File: config.mk
export PLATFORM = sky130hd
export DESIGN_NAME = orb_queue
export DESIGN_NICKNAME = d
export VERILOG_FILES = /design/src/hw/rtl/orb_pkg.sv /design/src/hw/rtl/orb_queue.sv
export VERILOG_INCLUDE_DIRS = /design/src /design/src/hw/rtl
export SDC_FILE = /design/constraint.sdc
export NUM_CORES = 1
export LEC_CHECK = 0
export ABC_AREA = 1
export BUFFER_PORTS_ARGS = -buffer_cell sky130_fd_sc_hd__clkbuf_2
export CAP_MARGIN = 20
export CORE_ASPECT_RATIO = 1.1
export CORE_MARGIN = 2
export CORE_UTILIZATION = 55
export CTS_CLUSTER_DIAMETER = 120
export DETAILED_ROUTE_END_ITERATION = 7
export GPL_TIMING_DRIVEN = 0
export HOLD_SLACK_MARGIN = 0.06
export PLACE_DENSITY_LB_ADDON = 0.12
export SKIP_CTS_REPAIR_TIMING = 1
export SLEW_MARGIN = 20
export SYNTH_ARGS = -nofsm -noshare
export SYNTH_HDL_FRONTEND = slang
export SYNTH_SLANG_ARGS = --single-unit
File: constraint.sdc
create_clock -name clk -period 15.7 [get_ports clk]
set_input_delay 4.71 -clock clk [delete_from_list [all_inputs] [get_ports clk]]
set_output_delay 4.71 -clock clk [all_outputs]
set_load 0.01 [all_outputs]
File: src/hw/rtl/orbit_eccentricity_from_state_macros.svh
// Assertion macros shared by the orbit eccentricity RTL.
`ifndef ORBIT_ECCENTRICITY_FROM_STATE_MACROS_SVH
`define ORBIT_ECCENTRICITY_FROM_STATE_MACROS_SVH
`ifndef ASSERT_OFF
// Same-cycle implication, checked outside reset.
`define ORB_ASSERT_IMP(lbl, clk, rst_n, ante, cons, msg) \
    lbl: assert property (@(posedge clk) disable iff (!rst_n) (ante) |-> (cons)) \
        else $error(msg);
// Next-cycle implication, checked outside reset.
`define ORB_ASSERT_NXT(lbl, clk, rst_n, ante, cons, msg) \
    lbl: assert property (@(posedge clk) disable iff (!rst_n) (ante) |=> (cons)) \
        else $error(msg);
`else
`define ORB_ASSERT_IMP(lbl, clk, rst_n, ante, cons, msg)
`define ORB_ASSERT_NXT(lbl, clk, rst_n, ante, cons, msg)
`endif
`endif

File: src/hw/rtl/orb_pkg.sv
// Types, constants and datapath step functions for the orbit eccentricity block.
package orb_pkg;

    localparam int CFG_INDEX_W = 8;
    localparam logic [CFG_INDEX_W-1:0] REG_GRAV_PARAM = CFG_INDEX_W'(0);
    localparam logic [CFG_INDEX_W-1:0] REG_CENTER_X   = CFG_INDEX_W'(1);
    localparam logic [CFG_INDEX_W-1:0] REG_CENTER_Y   = CFG_INDEX_W'(2);
    localparam logic [CFG_INDEX_W-1:0] REG_CENTER_Z   = CFG_INDEX_W'(3);
    localparam logic [47:0] GRAV_PARAM_RESET = 48'd26122678534;

    localparam int QUEUE_DEPTH_DEF = 4;

    // Back pipeline stage map.
    localparam int ST_SQ       = 0;
    localparam int ST_DSQ      = 1;
    localparam int ST_PP       = 2;
    localparam int ST_TERM     = 3;
    localparam int ST_W        = 4;
    localparam int ST_PREP     = 5;
    localparam int ST_DIV0     = 6;
    localparam int DIV_STEPS   = 49;
    localparam int Q_STEPS     = 33;
    localparam int ST_USQ0     = ST_DIV0 + DIV_STEPS;
    localparam int USQ_STEPS   = 25;
    localparam int ST_E        = ST_USQ0 + USQ_STEPS;
    localparam int ST_ESQ      = ST_E + 1;
    localparam int ST_SUM      = ST_ESQ + 1;
    localparam int ST_FSQ0     = ST_SUM + 1;
    localparam int FSQ_STEPS   = 32;
    localparam int BK_STAGES   = ST_FSQ0 + FSQ_STEPS;

    // One entry of the front-to-back queue.
    typedef struct {
        logic               zero;
        logic signed [32:0] d [3];
        logic signed [31:0] v [3];
    } q_entry_t;

    // Everything one item carries through the back pipeline.
    typedef struct {
        logic               zero;
        logic               sat;
        logic signed [32:0] d [3];
        logic signed [31:0] v [3];
        logic [63:0]        sq [3];
        logic [65:0]        dsq;
        logic signed [64:0] p [6];
        logic signed [65:0] h [3];
        logic signed [65:0] pl [6];
        logic signed [64:0] ph [6];
        logic signed [99:0] t [6];
        logic signed [99:0] w [3];
        logic               wneg [3];
        logic [55:0]        qr [3];
        logic [32:0]        wlo [3];
        logic [32:0]        q [3];
        logic [65:0]        ur [3];
        logic               ubit [3];
        logic [48:0]        uq [3];
        logic               dneg [3];
        logic [64:0]        ux [3];
        logic [64:0]        ures [3];
        logic [31:0]        ea [3];
        logic [63:0]        es [3];
        logic [64:0]        fx;
        logic [64:0]        fres;
    } bk_t;

    typedef struct packed {
        logic [64:0] x;
        logic [64:0] res;
    } sq_t;

    // One digit of the bitwise integer square root.
    function automatic sq_t isqrt_step(input logic [64:0] x, input logic [64:0] res,
                                       input logic [64:0] bv);
        sq_t         o;
        logic [64:0] tr;
        tr = res + bv;
        if (x >= tr)
        begin
            o.x   = x - tr;
            o.res = (res >> 1) + bv;
        end
        else
        begin
            o.x   = x;
            o.res = res >> 1;
        end
        return o;
    endfunction

    // Low partial product: v times the low 33 bits of h taken as unsigned.
    function automatic logic signed [65:0] mul_lo(input logic signed [31:0] v,
                                                  input logic signed [65:0] h);
        return 66'(v) * 66'($signed({1'b0, h[32:0]}));
    endfunction

    // High partial product: v times the upper 33 bits of h.
    function automatic logic signed [64:0] mul_hi(input logic signed [31:0] v,
                                                  input logic signed [65:0] h);
        return 65'(v) * 65'($signed(h[65:33]));
    endfunction

    function automatic bk_t bk_init(input q_entry_t e);
        bk_t n;
        n = '{default: '0};
        n.zero = e.zero;
        for (int i = 0; i < 3; i++)
        begin
            n.d[i] = e.d[i];
            n.v[i] = e.v[i];
        end
        return n;
    endfunction

    // Work done by back stage j on the item it holds.
    function automatic bk_t bk_step(input int j, input bk_t s, input logic [55:0] den);
        bk_t                n;
        int                 k;
        logic signed [65:0] sp;
        logic signed [99:0] wa;
        logic [66:0]        ut;
        logic [56:0]        qt;
        logic signed [34:0] qs;
        logic signed [34:0] us;
        logic signed [34:0] ev;
        logic [34:0]        eab;
        logic [65:0]        sum;
        logic [64:0]        bv;
        sq_t                r;
        n = s;
        if (j == ST_SQ)
        begin
            for (int i = 0; i < 3; i++)
            begin
                sp = 66'(s.d[i]) * 66'(s.d[i]);
                n.sq[i] = sp[63:0];
            end
            n.p[0] = 65'(s.d[1]) * 65'(s.v[2]);
            n.p[1] = 65'(s.d[2]) * 65'(s.v[1]);
            n.p[2] = 65'(s.d[2]) * 65'(s.v[0]);
            n.p[3] = 65'(s.d[0]) * 65'(s.v[2]);
            n.p[4] = 65'(s.d[0]) * 65'(s.v[1]);
            n.p[5] = 65'(s.d[1]) * 65'(s.v[0]);
        end
        else if (j == ST_DSQ)
        begin
            n.dsq  = 66'(s.sq[0]) + 66'(s.sq[1]) + 66'(s.sq[2]);
            n.h[0] = 66'(s.p[0]) - 66'(s.p[1]);
            n.h[1] = 66'(s.p[2]) - 66'(s.p[3]);
            n.h[2] = 66'(s.p[4]) - 66'(s.p[5]);
        end
        else if (j == ST_PP)
        begin
            // w0 = v1*h2 - v2*h1, w1 = v2*h0 - v0*h2, w2 = v0*h1 - v1*h0
            n.pl[0] = mul_lo(s.v[1], s.h[2]);
            n.ph[0] = mul_hi(s.v[1], s.h[2]);
            n.pl[1] = mul_lo(s.v[2], s.h[1]);
            n.ph[1] = mul_hi(s.v[2], s.h[1]);
            n.pl[2] = mul_lo(s.v[2], s.h[0]);
            n.ph[2] = mul_hi(s.v[2], s.h[0]);
            n.pl[3] = mul_lo(s.v[0], s.h[2]);
            n.ph[3] = mul_hi(s.v[0], s.h[2]);
            n.pl[4] = mul_lo(s.v[0], s.h[1]);
            n.ph[4] = mul_hi(s.v[0], s.h[1]);
            n.pl[5] = mul_lo(s.v[1], s.h[0]);
            n.ph[5] = mul_hi(s.v[1], s.h[0]);
        end
        else if (j == ST_TERM)
        begin
            for (int i = 0; i < 6; i++)
            begin
                n.t[i] = (100'(s.ph[i]) <<< 33) + 100'(s.pl[i]);
            end
        end
        else if (j == ST_W)
        begin
            for (int i = 0; i < 3; i++)
            begin
                n.w[i] = s.t[2*i] - s.t[2*i+1];
            end
        end
        else if (j == ST_PREP)
        begin
            for (int i = 0; i < 3; i++)
            begin
                wa = s.w[i][99] ? -s.w[i] : s.w[i];
                n.wneg[i] = s.w[i][99];
                if ($unsigned(wa) >= {11'b0, den, 33'b0})
                begin
                    n.sat = 1'b1;
                end
                n.qr[i]   = wa[88:33];
                n.wlo[i]  = wa[32:0];
                n.q[i]    = '0;
                n.ur[i]   = {3'b0, s.sq[i][63:1]};
                n.ubit[i] = s.sq[i][0];
                n.uq[i]   = '0;
                n.dneg[i] = s.d[i][32];
            end
        end
        else if (j >= ST_DIV0 && j < ST_USQ0)
        begin
            k = j - ST_DIV0;
            for (int i = 0; i < 3; i++)
            begin
                // Unit vector component: d_i^2 * 2^48 / |d|^2, one quotient bit.
                ut = {s.ur[i], (k == 0) ? s.ubit[i] : 1'b0};
                if (ut >= {1'b0, s.dsq})
                begin
                    n.ur[i] = 66'(ut - {1'b0, s.dsq});
                    n.uq[i] = {s.uq[i][47:0], 1'b1};
                end
                else
                begin
                    n.ur[i] = ut[65:0];
                    n.uq[i] = {s.uq[i][47:0], 1'b0};
                end
                // w_i / (mu * 2^8), one quotient bit.
                if (k < Q_STEPS)
                begin
                    qt = {s.qr[i], s.wlo[i][32]};
                    n.wlo[i] = {s.wlo[i][31:0], 1'b0};
                    if (qt >= {1'b0, den})
                    begin
                        n.qr[i] = 56'(qt - {1'b0, den});
                        n.q[i]  = {s.q[i][31:0], 1'b1};
                    end
                    else
                    begin
                        n.qr[i] = qt[55:0];
                        n.q[i]  = {s.q[i][31:0], 1'b0};
                    end
                end
            end
        end
        else if (j >= ST_USQ0 && j < ST_E)
        begin
            k = j - ST_USQ0;
            bv = 65'(1) << (2 * (USQ_STEPS - 1 - k));
            for (int i = 0; i < 3; i++)
            begin
                if (k == 0)
                begin
                    r = isqrt_step({16'b0, s.uq[i]}, 65'd0, bv);
                end
                else
                begin
                    r = isqrt_step(s.ux[i], s.ures[i], bv);
                end
                n.ux[i]   = r.x;
                n.ures[i] = r.res;
            end
        end
        else if (j == ST_E)
        begin
            for (int i = 0; i < 3; i++)
            begin
                qs = $signed({2'b0, s.q[i]});
                if (s.wneg[i])
                begin
                    qs = -qs;
                end
                us = $signed({10'b0, s.ures[i][24:0]});
                if (s.dneg[i])
                begin
                    us = -us;
                end
                ev  = qs - us;
                eab = ev[34] ? $unsigned(-ev) : $unsigned(ev);
                if (eab[34:32] != 3'b0)
                begin
                    n.sat = 1'b1;
                end
                n.ea[i] = eab[31:0];
            end
        end
        else if (j == ST_ESQ)
        begin
            for (int i = 0; i < 3; i++)
            begin
                n.es[i] = {32'b0, s.ea[i]} * {32'b0, s.ea[i]};
            end
        end
        else if (j == ST_SUM)
        begin
            sum = {2'b0, s.es[0]} + {2'b0, s.es[1]} + {2'b0, s.es[2]};
            if (sum[65:64] != 2'b0)
            begin
                n.sat = 1'b1;
            end
            n.fx   = {1'b0, sum[63:0]};
            n.fres = '0;
        end
        else if (j >= ST_FSQ0 && j < BK_STAGES)
        begin
            k  = j - ST_FSQ0;
            bv = 65'(1) << (2 * (FSQ_STEPS - 1 - k));
            r  = isqrt_step(s.fx, s.fres, bv);
            n.fx   = r.x;
            n.fres = r.res;
        end
        return n;
    endfunction

endpackage

File: src/hw/rtl/orb_queue.sv
// Short first-word-fall-through queue between the front stage and the back pipeline.
`include "orbit_eccentricity_from_state_macros.svh"
module orb_queue
    import orb_pkg::*;
#(
    parameter int DEPTH = QUEUE_DEPTH_DEF
)
(
    input  logic     clk,
    input  logic     rst_n,
    input  logic     push,
    input  q_entry_t din,
    output logic     full,
    input  logic     pop,
    output q_entry_t dout,
    output logic     valid
);

    localparam int PW = $clog2(DEPTH);
    localparam int CW = $clog2(DEPTH + 1);

    q_entry_t        mem_reg [DEPTH];
    logic [PW-1:0]   wr_ptr_reg;
    logic [PW-1:0]   rd_ptr_reg;
    logic [CW-1:0]   cnt_reg;

    assign full  = (cnt_reg == CW'(DEPTH));
    assign valid = (cnt_reg != '0);
    assign dout  = mem_reg[rd_ptr_reg];

    always_ff @(posedge clk or negedge rst_n)
    begin
        if (!rst_n)
        begin
            wr_ptr_reg <= '0;
            rd_ptr_reg <= '0;
            cnt_reg    <= '0;
        end
        else
        begin
            if (push)
            begin
                wr_ptr_reg <= (wr_ptr_reg == PW'(DEPTH - 1)) ? '0 : wr_ptr_reg + 1'b1;
            end
            if (pop)
            begin
                rd_ptr_reg <= (rd_ptr_reg == PW'(DEPTH - 1)) ? '0 : rd_ptr_reg + 1'b1;
            end
            if (push && !pop)
            begin
                cnt_reg <= cnt_reg + 1'b1;
            end
            else if (pop && !push)
            begin
                cnt_reg <= cnt_reg - 1'b1;
            end
        end
    end

    always_ff @(posedge clk)
    begin
        if (push)
        begin
            mem_reg[wr_ptr_reg] <= din;
        end
    end

    `ORB_ASSERT_IMP(a_no_overflow, clk, rst_n, push, !full, "push into a full queue")
    `ORB_ASSERT_IMP(a_no_underflow, clk, rst_n, pop, valid, "pop from an empty queue")
    `ORB_ASSERT_NXT(a_count_up, clk, rst_n, push && !pop, cnt_reg == $past(cnt_reg) + 1'b1, "queue count did not grow on push")

endmodule

# After elaboration in Yosys (flattened, before gate mapping)
# Memory sizes are Yosys's and may differ from the RTL's.
# Cells that the tools add are included.
# word_totals
input_bits,200
output_inout_bits,198
mem_count,1
mem_bits_rw,784
word_cells,23
reg_bits,7
# mem_list
memory,depth,width,rd,rd_ports_with_merged_regs,write_ports,line,text
mem_reg,4,196,1,0,1,orb_queue.sv:22,q_entry_t mem_reg [DEPTH];
# op_classes
muxes,6
add_sub_neg,4
eq_ne,3
n_reduce_logical,6
# op_table
cell,n
$mux 3,2
$add 2x1->2 const B,2
$eq 2x2->1 const B,2
$mux 2,2
$add 3x1->3 const B,1
$eq 3x3->1 const B,1
$reduce_bool 3->1,1
$sub 3x1->3 const B,1
$logic_and 1x1->1,2
$logic_not 1->1,2
$mux 1,2
$reduce_bool 2->1,1

# Logic depth before layout (Yosys ltp)
# Gate-level depths: netlist of the first run.
# logic_depth
depth_word,4
mapped_depth,9
depth_no_buf,9

# Worst setup path before layout of the first run
# No wires, ideal clock.
# synth_path
path_kind,input to register
start,input push
end,memory mem_reg[3][0] (netlist bit) (enable)
n_path_buf,0
slack_ns,6.632
setup_time_ns,0.548
stages,2
t_arrival_ns,8.520
required_ns,15.152
path_cell_list,nand2_1 inv_1
# synth_between
elab_chain_len,2
# synth_rtl
item,line,text
"start, declared",orb_queue.sv:11,"input logic push,"
$mux 1,orb_queue.sv:62,if (push)
$mux 1 (not written as such),orb_queue.sv:64,mem_reg[wr_ptr_reg] <= din;
"end, declared",orb_queue.sv:22,
# No other way between the ends.

==> qor.yml, run 1 <==
largest_reg_flops: 784
synth_top_family_by_area: "compound AO/OA/AOI/OAI gates"
post-route-drc-count: 0
drive_above_1_share: 0.2603
cts_made_buffers: 78
fmax_ghz: 0.1419
synth_top_area_share: 0.7321
relSlewSlack: 0.5386
fin_crit_ns: 7.046
dp_slack_ns: 9.183
maxCapViolCount: 0
netlist_area_sq_um: 32160
final-setup-viol-count: 0
r2r-end: "mem_reg[0][89]$_DFFE_PP_"
portBuffers: 397
worstSkewPairLatency_ns: 0.61
cts_tree: "done"
cp_slowest_cell: "clkbuf_1"
rrSetupSlack_ns: 13.48
cp_num_buf_inv: 4
synth_top_area_cell: "edfxtp_1"
final-hold-violation-count: 0
io_pins: 398
grt_pass1_wl_mm: 112.3
initial_core_util: 0.5588
cts_root_buf: "clkbuf_16"
timing.critical_path.mode_cell: "nand2_1"
syn2layout_area_growth_pct: 17.94
syn-num-nets: 2547
grt_pass1_vias: 19370
setup_ws_ns: 8.654
hp-start: "cnt_reg[2]$_DFFE_PN0P_"
gp_congestion: 0.7773
num_rows: 92
cts_buffer_depth: 3
fin_crit_sh: 0.4488
slew_viol_final: 0
grt_use_total: 0.2475
die_y_microns: 257.6
critPathCaptureType: "primary output"
ys_seq_area_frac: 0.7375
r2r_start: "wr_ptr_reg[0]$_DFFE_PN0P_"
hold_class: "flop to flop"
synth.avg_cell_area_sq_um: 13.74
wl_mm: 75.26
post_drt_wl_per_cell_microns: 20.66
synth_warnings: 0
outcome: "complete, no violations"
synthAdderAreaFrac: 0.002957
crit_chain: "inv_2, buf_4, clkbuf_1, nand2_1, o211ai_2, nand2_1, clkbuf_2"
finClkSkew_ns: 0.02002
vias_per_cell: 5.349
grt_max_degree: 80
r2r_cells: 6
path_clk_slew_ns: 0.06
start_kind: "flop"
synth.mux.area_fraction: 0
yosys-top-cells-area: "edfxtp_1, nand2_1, o211ai_1"
crit_path_max_fanout: 10
total_power_uw: 7077
yosys.cell_types.count: 21
grt_antenna_before_repair: 14
slowest_delay_ns: 0.50
grt_remaining_overflow: 0
core_area_sq_um: 57560
postRouteAntennaNets: 0
synth_xor_area_frac: 0.0002723
place_hpwl_mm: 47.29
min_to: "cnt_reg[2]$_DFFE_PN0P_"
synth_compound_area_frac: 0.1124
path_delay_family: "buffers and inverters"
h-tree-depth: 3
grt_setup_unrepaired: "false"
clock_sinks: 791
yosys.area_share.simple: 0.07135
die_w_microns: 234.6
worst_ep_required_time_ns: 10.99
worst_pin_slew_ns: 0.6921
power.density_nw_per_um2: 186.6
firstDrtPassIters: 5
worst_ep_arrival_time_ns: 2.34
p_leak_uw: 0.01557
fin_nets: 3033
num_vias: 19490
syn_inst: 2340
tns_ns: 0
path_depth: 7
fin_area_sq_um: 37930
die-area_sq_um: 60420
hold_depth: 2
synth_seq_cells: 791
placed_area_sq_um: 35370
ir_drop_uv: 133.5
drt_iter0_markers: 1301
crit_type: "flop to primary output"
[routing by layer]
layer | GRT usage | part of all wire | up-vias
met2 | 0.3995 | 0.49 | 628
met3 | 0.06725 | 0.084 | 144
met4 | 0.09451 | 0.031 | 16
met5 | 0 | 0.0014 | -
li1 | - | - | 9190
met1 | 0.3214 | 0.40 | 9510
[where the power goes]
part,internal [uW],switching (uW)
sequential,2700,78.9
combinational,796,1630
clock,1110,759
[how the worst max path moves through the flow]
stage                               from                        to  slack [ns]
6_report       rd_ptr_reg[0]$_DFFE_PN0P_                  dout[81]        8.65
5_1_grt        rd_ptr_reg[0]$_DFFE_PN0P_                  dout[60]        8.46
4_1_cts        rd_ptr_reg[1]$_DFFE_PN0P_                  dout[52]        8.60
3_5_place_dp                        push  mem_reg[0][89]$_DFFE_PP_        9.18
3_3_place_gp                        push  mem_reg[0][90]$_DFFE_PP_        3.13
2_1_floorplan                       push   mem_reg[3][0]$_DFFE_PP_        6.63
[stage by stage]
stage | std cells | hold slack (ns) | utilization
floorplan | 2340 | 0.4417 | -
global placement | 3489 | 0.4623 | 0.6096
detailed placement | 3498 | 0.4904 | 0.6145
CTS | 3637 | 0.5049 | 0.6587
global route | 3641 | 0.5331 | 0.6589
finish | 3643 | 0.5023 | 0.6590
[area by class of cell]
cell class | instances | area (sq um)
well taps | 752 | 940.9
multi-input cells | 1014 | 6012
fillers | 4160 | 19630
flip-flops and latches | 791 | 23720
clock buffers | 102 | 2106
repair buffers | 406 | 2235
diodes | 6 | 15.01
plain buffers | 130 | 907.1
clock inverters | 37 | 441.7
inverters | 405 | 1553
[synth_stat cells]
master,count
fa_1,1
clkbuf_1,23
buf_2,50
nand3_1,1
dfrtp_1,7
inv_1,403
clkbuf_4,4
nor2_1,3
nand4_1,1
inv_4,1
edfxtp_1,784
buf_4,15
buf_6,38
o211ai_1,262
nand2_1,604
o211ai_2,130
o21ai_0,4
xnor2_1,1
nor3_1,1
inv_2,1
ha_1,6
[cell families (layout without fill, tap and decap cells)]
logic type	Yosys count	count (layout)
buffers and inverters	535	1080
adder cells (fa/ha/maj)	7	7
AO/OA/AOI/OAI	396	396
XOR/XNOR	1	1
flip-flops	791	791
other	0	6
AND/OR/NAND/NOR	610	610
[worst reg2reg max path, cell delays in order (launching register included)]
cell     delay, ns
dfrtp_1       0.42
inv_1         0.11
ha_1          0.16
nand2_1       0.13
inv_8         0.33
buf_16        0.32
buf_16        0.34
[cell usage in the layout (no fill, tap or decap)]
cell and instances:
buf_16 9, buf_2 50, buf_4 15, buf_6 38, bufinv_16 10, clkbuf_1 44
clkbuf_16 81, clkbuf_2 397, clkbuf_4 4, clkinv_1 16, clkinv_2 4, clkinvlp_4 2
dfrtp_1 7, diode_2 6, edfxtp_1 784, fa_1 1, ha_1 6, inv_1 399
inv_2 1, inv_4 1, inv_6 4, inv_8 5, nand2_1 604, nand3_1 1
nand4_1 1, nor2_1 3, nor3_1 1, o211ai_1 262, o211ai_2 130, o21ai_0 4
xnor2_1 1
Note: power is estimated with default switching activity, not from simulation.
==> run 2, diff against run 1 <==
Settings changed: ABC_AREA 1 to 0, CORE_UTILIZATION 55 to 51.
Clock period 15.7 ns to 5.95 ns, I/O delays scaled along.
==> run 2 against run 1 <==
First-iteration DRC count down 30%. Via count down 33%. Cell count down 35%. Die area down 3.8%. Synthesized cell count down 55%. Highest routed layer unchanged. Flip-flop and latch count unchanged. Count of clock-buffer cells in the layout down 4.
==> qor.yml, run 2 <==
outcome: "complete, no violations"  # unchanged
ir_drop_uv: 394.9  # was 133.5 uV
clock_sinks: 791  # unchanged
worst_ep_arrival_time_ns: 2.58  # was 2.34 ns
cts_tree: "done"  # unchanged
synth_top_area_cell: "edfxtp_1"  # unchanged
syn2layout_area_growth_pct: 21.36  # was 17.94%
crit_start: "rd_ptr_reg[1]$_DFFE_PN0P_"  # was rd_ptr_reg[0]$_DFFE_PN0P_
worst_ep_required_time_ns: 4.16  # was 10.99 ns
h-tree-depth: 3  # unchanged
netlist_area_sq_um: 28680  # was 32160 sq um
synth_top_area_share: 0.8210  # was 0.7321
portBuffers: 397  # unchanged
final-setup-viol-count: 0  # unchanged
ys_seq_area_frac: 0.8271  # was 0.7375
crit_type: "flop to primary output"  # unchanged
critPathCaptureType: "primary output"  # unchanged
place_hpwl_mm: 37.61  # was 47.29 mm
hold_depth: 1  # was 2
p_leak_uw: 0.01201  # was 0.01557 uW
io_pins: 398  # unchanged
die_y_microns: 252.7  # was 257.6 microns
grt_antenna_before_repair: 11  # was 14
synth_seq_cells: 791  # unchanged
syn_inst: 1061  # was 2340
yosys.cell_types.count: 18  # was 21
num_rows: 91  # was 92
die_w_microns: 230.1  # was 234.6 microns
fmax_ghz: 0.2289
largest_reg_flops: 784  # unchanged
worstSkewPairLatency_ns: 0.61  # about the same
initial_core_util: 0.5140  # was 0.5588
firstDrtPassIters: 5  # unchanged
cts_root_buf: "clkbuf_16"  # unchanged
maxCapViolCount: 0  # unchanged
fin_crit_sh: 0.7343
synth_most_common_cell: "edfxtp_1"  # unchanged
grt_remaining_overflow: 0  # unchanged
num_vias: 13020  # was 19490
final-hold-violation-count: 0  # unchanged
grt_pass1_vias: 13430  # was 19370
start_kind: "flop"  # unchanged
hp-start: "cnt_reg[2]$_DFFE_PN0P_"  # unchanged
hold_class: "flop to flop"  # unchanged
yosys-top-cells-area: "edfxtp_1, mux4_2, dfrtp_1"  # was edfxtp_1, nand2_1, o211ai_1
wl_mm: 57.58  # was 75.26 mm
finalCoreUtilization: 0.6238  # was 0.6590
grt_pass1_wl_mm: 84.27  # was 112.3 mm
fin_nets: 1764  # was 3033
core_area_sq_um: 55790  # was 57560 sq um
fin_crit_ns: 4.369
postRouteAntennaNets: 0  # unchanged
finClkSkew_ns: 0.01388  # was 0.02002 ns
tns_ns: 0  # unchanged
slew_viol_final: 0  # unchanged
synth_common_cells: "edfxtp_1, mux4_2, buf_2"  # was edfxtp_1, nand2_1, inv_1
drive_above_1_share: 0.4763  # was 0.2603
path_clk_slew_ns: 0.06  # about the same
drt_iter0_markers: 917  # was 1301
crit_path_max_fanout: 10  # unchanged
ys.flop_type: "edfxtp_1"  # unchanged
grt_use_total: 0.1989  # was 0.2475
cts_buffer_depth: 3  # unchanged
synth_compound_area_frac: 0.0003491  # was 0.1124
vias_per_cell: 5.495  # was 5.349
gp_congestion: 0.7183  # was 0.7773
die-area_sq_um: 58140  # was 60420 sq um
synth-edff-count: 784  # unchanged
async_flop_share: 0.008850  # unchanged
yosys.area_share.simple: 0.002007  # was 0.07135
post_drt_wl_per_cell_microns: 24.29  # was 20.66 microns
synth.avg_cell_area_sq_um: 27.03  # was 13.74 sq um
synth_xor_area_frac: 0.0009163  # was 0.0002723
grt_setup_unrepaired: "false"  # unchanged
synthAdderAreaFrac: 0.003316  # was 0.002957
cts_made_buffers: 79  # was 78
r2r_start: "wr_ptr_reg[0]$_DFFE_PN0P_"  # unchanged
layout_commonest_cell: "edfxtp_1"  # unchanged
power.density_nw_per_um2: 502.0  # was 186.6 nW/um^2
synth_warnings: 0  # unchanged
r2r_cells: 5  # was 6
final_cell_mix: "edfxtp_1, clkbuf_2, mux4_2"  # was edfxtp_1, nand2_1, inv_1
worst_pin_slew_ns: 0.6438  # was 0.6921 ns
relSlewSlack: 0.5708  # was 0.5386
syn-num-nets: 1268  # was 2547
synth_top_family_by_area: "multiplexers"  # was compound AO/OA/AOI/OAI gates
grt_max_degree: 45  # was 80
synth.mux.area_fraction: 0.1551  # was 0
post-route-drc-count: 0  # unchanged
==> run 2: cell types whose count changed after synthesis, sizes merged, moves of 21 or more <==
cell / change
mux4: +196
buf: -65
nand2: -602
clkbuf: -21
inv: -401
o211ai: -392
==> run 2: logic make-up (layout without fill, tap and decap cells) <==
family                   count (synthesis)  after routing
AO/OA/AOI/OAI                            2              2
adder cells (fa/ha/maj)                  7              7
other                                    0              3
AND/OR/NAND/NOR                         11             11
multiplexers                           199            199
XOR/XNOR                                 3              3
flip-flops                             791            791
buffers and inverters                   48            610
==> run 2: layout make-up <==
type | count | area, sq um
sequential | 791 | 23720
fill | 3894 | 20990
multi-input combinational | 222 | 4647
timing repair buffer | 415 | 2445
clock buffer | 98 | 2133
tap | 744 | 930.9
clock inverter | 49 | 599.3
buffer | 44 | 306.5
inverter | 4 | 15.01
antenna | 3 | 7.507
==> run 2: per-layer routing <==
metal	part of all wire	wire, microns	vias to the layer above	GRT usage
met3	0.089	5151	98	0.06859
met1	0.39	22210	6847	0.2572
met4	0.018	1044	18	0.05954
li1	-	-	5646	-
met5	0.0025	145	-	0
met2	0.50	29030	413	0.3223
==> run 2: worst paths after layout <==
| check | endpoint | slack [ns] |
|---|---|---|
| min reg2reg | cnt_reg[2]$_DFFE_PN0P_ | 0.50 |
| min | cnt_reg[2]$_DFFE_PN0P_ | 0.50 |
| min in group asynchronous | cnt_reg[2]$_DFFE_PN0P_ | 1.01 |
| max in group asynchronous | wr_ptr_reg[0]$_DFFE_PN0P_ | 4.77 |
| max reg2reg | mem_reg[2][102]$_DFFE_PP_ | 3.68 |
| max | dout[98] | 1.58 |
==> run 2: critical path: stages, from the launching register on <==
cell      delay [ns]
dfrtp_1         0.34
buf_2           0.33
buf_2           0.40
buf_2           0.37
mux4_2          0.36
clkbuf_2        0.16
==> run 2: per-stage QoR <==
step	total power (uW)	std cells	area, sq um	setup slack (ns)	hold slack [ns]
4_1_cts	17750	2367	34790	1.476	0.5057
6_report	17470	2370	34800	1.581	0.4952
5_1_grt	18220	2368	34800	1.411	0.5206
3_5_place_dp	12570	2220	32060	2.136	0.4951
3_3_place_gp	12520	2202	31600	-0.9702	0.4694
2_1_floorplan	10510	1061	28680	1.302	0.4491
==> run 2: report_power, final <==
| part | internal [uW] | total, uW | switching (uW) |
|---|---|---|---|
| clock | 3160 | 5170 | 2010 |
| sequential | 7120 | 7300 | 176 |
| combinational | 2250 | 5000 | 2750 |
| total | 12500 | 17500 | 4940 |
==> run 3, diff against run 2 <==
Clock period 5.95 ns to 3.8 ns, I/O delays scaled along.
==> run 3 against run 2 <==
Cell count decreased by 0.34%. Via count decreased by 1.1%. Routed wire length decreased by 0.33%. First-iteration DRC count increased by 5.3%. Sequential share of layout area increased by 0.65 points. Combinational power increased by 57%. Utilization decreased by 0.59 points. Global-route usage increased by 0.093 points. Worst hold slack got worse by 0.13 ns. Critical path depth unchanged. Cell area decreased by 0.94%. Clock skew increased by 0.0064 ns. Critical endpoint is now dout[59].
==> qor.yml, run 3 (synthesis gave the netlist of run 2 again) <==
outcome: "complete, no violations"  # unchanged
crit_chain: "buf_2, clkbuf_4, buf_2, mux4_2, clkbuf_2"  # was buf_2, buf_2, buf_2, mux4_2, clkbuf_2
ir_drop_uv: 511.4  # was 394.9 uV
hold_class: "input pin to async pin"  # was flop to flop
cts_root_buf: "clkbuf_16"  # unchanged
core_area_sq_um: 55790  # unchanged
die-area_sq_um: 58140  # unchanged
layoutNonFillerInstCount: 2362  # was 2370
rrSetupSlack_ns: 1.59  # was 3.68 ns
total_power_uw: 26510  # was 17470 uW
wl_met3_mm: 4.904  # was 5.151 mm
io_pins: 398  # unchanged
relSlewSlack: 0.5109  # was 0.5708
p_leak_uw: 0.01184  # was 0.01201 uW
gp_congestion: 0.7116  # was 0.7183
place_hpwl_mm: 37.58  # was 37.61 mm
final-hold-violation-count: 0  # unchanged
highest_layer: "met5"  # unchanged
start_kind: "flop"  # unchanged
multiInputGateArea_sq_um: 4647  # unchanged
r2r_cells: 6  # was 5
largest_reg_flops: 784  # unchanged
die_w_microns: 230.1  # unchanged
post_drt_wl_per_cell_microns: 24.30  # was 24.29 microns
finClkSkew_ns: 0.02030  # was 0.01388 ns
placed_area_sq_um: 32080  # was 32060 sq um
die_y_microns: 252.7  # unchanged
power.density_nw_per_um2: 769.0  # was 502.0 nW/um^2
initial_core_util: 0.5140  # unchanged
path_clk_slew_ns: 0.06  # about the same
grt_setup_unrepaired: "false"  # unchanged
worst_ep_arrival_time_ns: 2.49  # was 2.58 ns
fin_area_sq_um: 34480  # was 34800 sq um
fin_crit_sh: 0.9543
cp_slowest_cell: "buf_2"  # unchanged
syn2layout_area_growth_pct: 20.22  # was 21.36%
final_cell_mix: "edfxtp_1, clkbuf_2, mux4_2"  # unchanged
wl_met1_mm: 22.65  # was 22.21 mm
cts_tree: "done"  # unchanged
firstDrtPassIters: 5  # unchanged
slew_viol_final: 0  # unchanged
crit_path_max_fanout: 10  # unchanged
fin_nets: 1763  # was 1764
postRouteAntennaNets: 0  # unchanged
fmax_ghz: 0.2758
portBuffers: 397  # unchanged
timing.critical_path.mode_cell: "buf_2"  # unchanged
r2r_start: "wr_ptr_reg[0]$_DFFE_PN0P_"  # unchanged
clock_sinks: 791  # unchanged
final-setup-viol-count: 0  # unchanged
cts_made_buffers: 77  # was 79
layout_commonest_cell: "edfxtp_1"  # unchanged
num_vias: 12880  # was 13020
cts_buffer_depth: 3  # unchanged
post-place-cells: 2221  # was 2220
post-route-drc-count: 0  # unchanged
maxCapViolCount: 0  # unchanged
grt_max_degree: 45  # unchanged
wl_met2_mm: 28.46  # was 29.03 mm
worst_ep_required_time_ns: 2.66  # was 4.16 ns
fillCellCount: 3925  # was 3894
grt_antenna_before_repair: 12  # was 11
grt_pass1_wl_mm: 84.55  # was 84.27 mm
seq_area_sq_um: 23720  # unchanged
vias_per_cell: 5.453  # was 5.495
r2r-end: "mem_reg[0][19]$_DFFE_PP_"  # was mem_reg[2][102]$_DFFE_PP_
tns_ns: 0  # unchanged
crit_type: "flop to primary output"  # unchanged
drt_iter0_markers: 966  # was 917
critPathCaptureType: "primary output"  # unchanged
h-tree-depth: 3  # unchanged
grt_use_total: 0.1998  # was 0.1989
drive_above_1_share: 0.4688  # was 0.4763
grt_remaining_overflow: 0  # unchanged
worst_pin_slew_ns: 0.7336  # was 0.6438 ns
wl_mm: 57.39  # was 57.58 mm
grt_pass1_vias: 13400  # was 13430
fin_crit_ns: 3.626
slowest_delay_ns: 0.35  # was 0.40 ns
num_rows: 91  # unchanged
worstSkewPairLatency_ns: 0.62  # was 0.61 ns
[run 3: changes by cell type in the layout (fill, tap and decap cells not counted), moves of 2 or more]
cell / previous run / this run
clkbuf_1: 21 / 23
bufinv_16: 14 / 5
clkbuf_16: 83 / 79
clkinv_2: 14 / 8
inv_6: 3 / 5
diode_2: 3 / 1
clkinv_1: 15 / 22
[run 3: stage by stage]
| stage | setup WS [ns] | hold slack, ns | utilization |
|---|---|---|---|
| 2_1_floorplan | 0.8397 | 0.4491 | - |
| 3_3_place_gp | -0.5697 | 0.4669 | 0.5665 |
| 5_1_grt | 0.02606 | 0.3443 | 0.6179 |
| 6_report | 0.1736 | 0.3616 | 0.6179 |
| 4_1_cts | -0.03143 | 0.3272 | 0.6179 |
| 3_5_place_dp | 0.6509 | 0.4771 | 0.5750 |
[run 3: layer usage]
layer	up-vias	GRT usage
li1	5645	-
met4	20	0.06488
met2	358	0.3166
met1	6759	0.2594
met3	98	0.07378
met5	-	0
[run 3: layout make-up]
| cell class | instances | area share |
|---|---|---|
| Antenna cell | 1 | 0.00007258 |
| Timing Repair Buffer | 416 | 0.07150 |
| Clock buffer | 96 | 0.05919 |
| Buffer | 44 | 0.008964 |
| Multi-Input combinational cell | 222 | 0.1348 |
| Inverter | 4 | 0.0004355 |
| Clock inverter | 44 | 0.01009 |
| Sequential cell | 791 | 0.6880 |
| Tap cell | 744 | 0.02700 |
[run 3: power breakdown]
group / internal (uW) / switching, uW
logic: 3530 / 4310
registers: 11200 / 278
clock network: 4150 / 3090
total: 18800 / 7670
[run 3: critical path: cells and delay by family, from the launching register on]
| kind | cells | cell delay [ns] |
|---|---|---|
| buf+inv | 4 | 1.16 |
| mux | 1 | 0.35 |
| flops | 1 | 0.34 |
[run 3: how the worst max path moves through the flow]
stage | from | end | slack (ns) | cells after the start
after floorplan | push | mem_reg[3][0]$_DFFE_PP_ | 0.84 | 1
after global routing | rd_ptr_reg[1]$_DFFE_PN0P_ | dout[156] | 0.03 | 5
after global placement | push | mem_reg[1][100]$_DFFE_PP_ | -0.57 | 2
after detailed placement | rd_ptr_reg[1]$_DFFE_PN0P_ | dout[59] | 0.65 | 5
final | rd_ptr_reg[1]$_DFFE_PN0P_ | dout[59] | 0.17 | 5
after CTS | rd_ptr_reg[1]$_DFFE_PN0P_ | dout[59] | -0.03 | 5
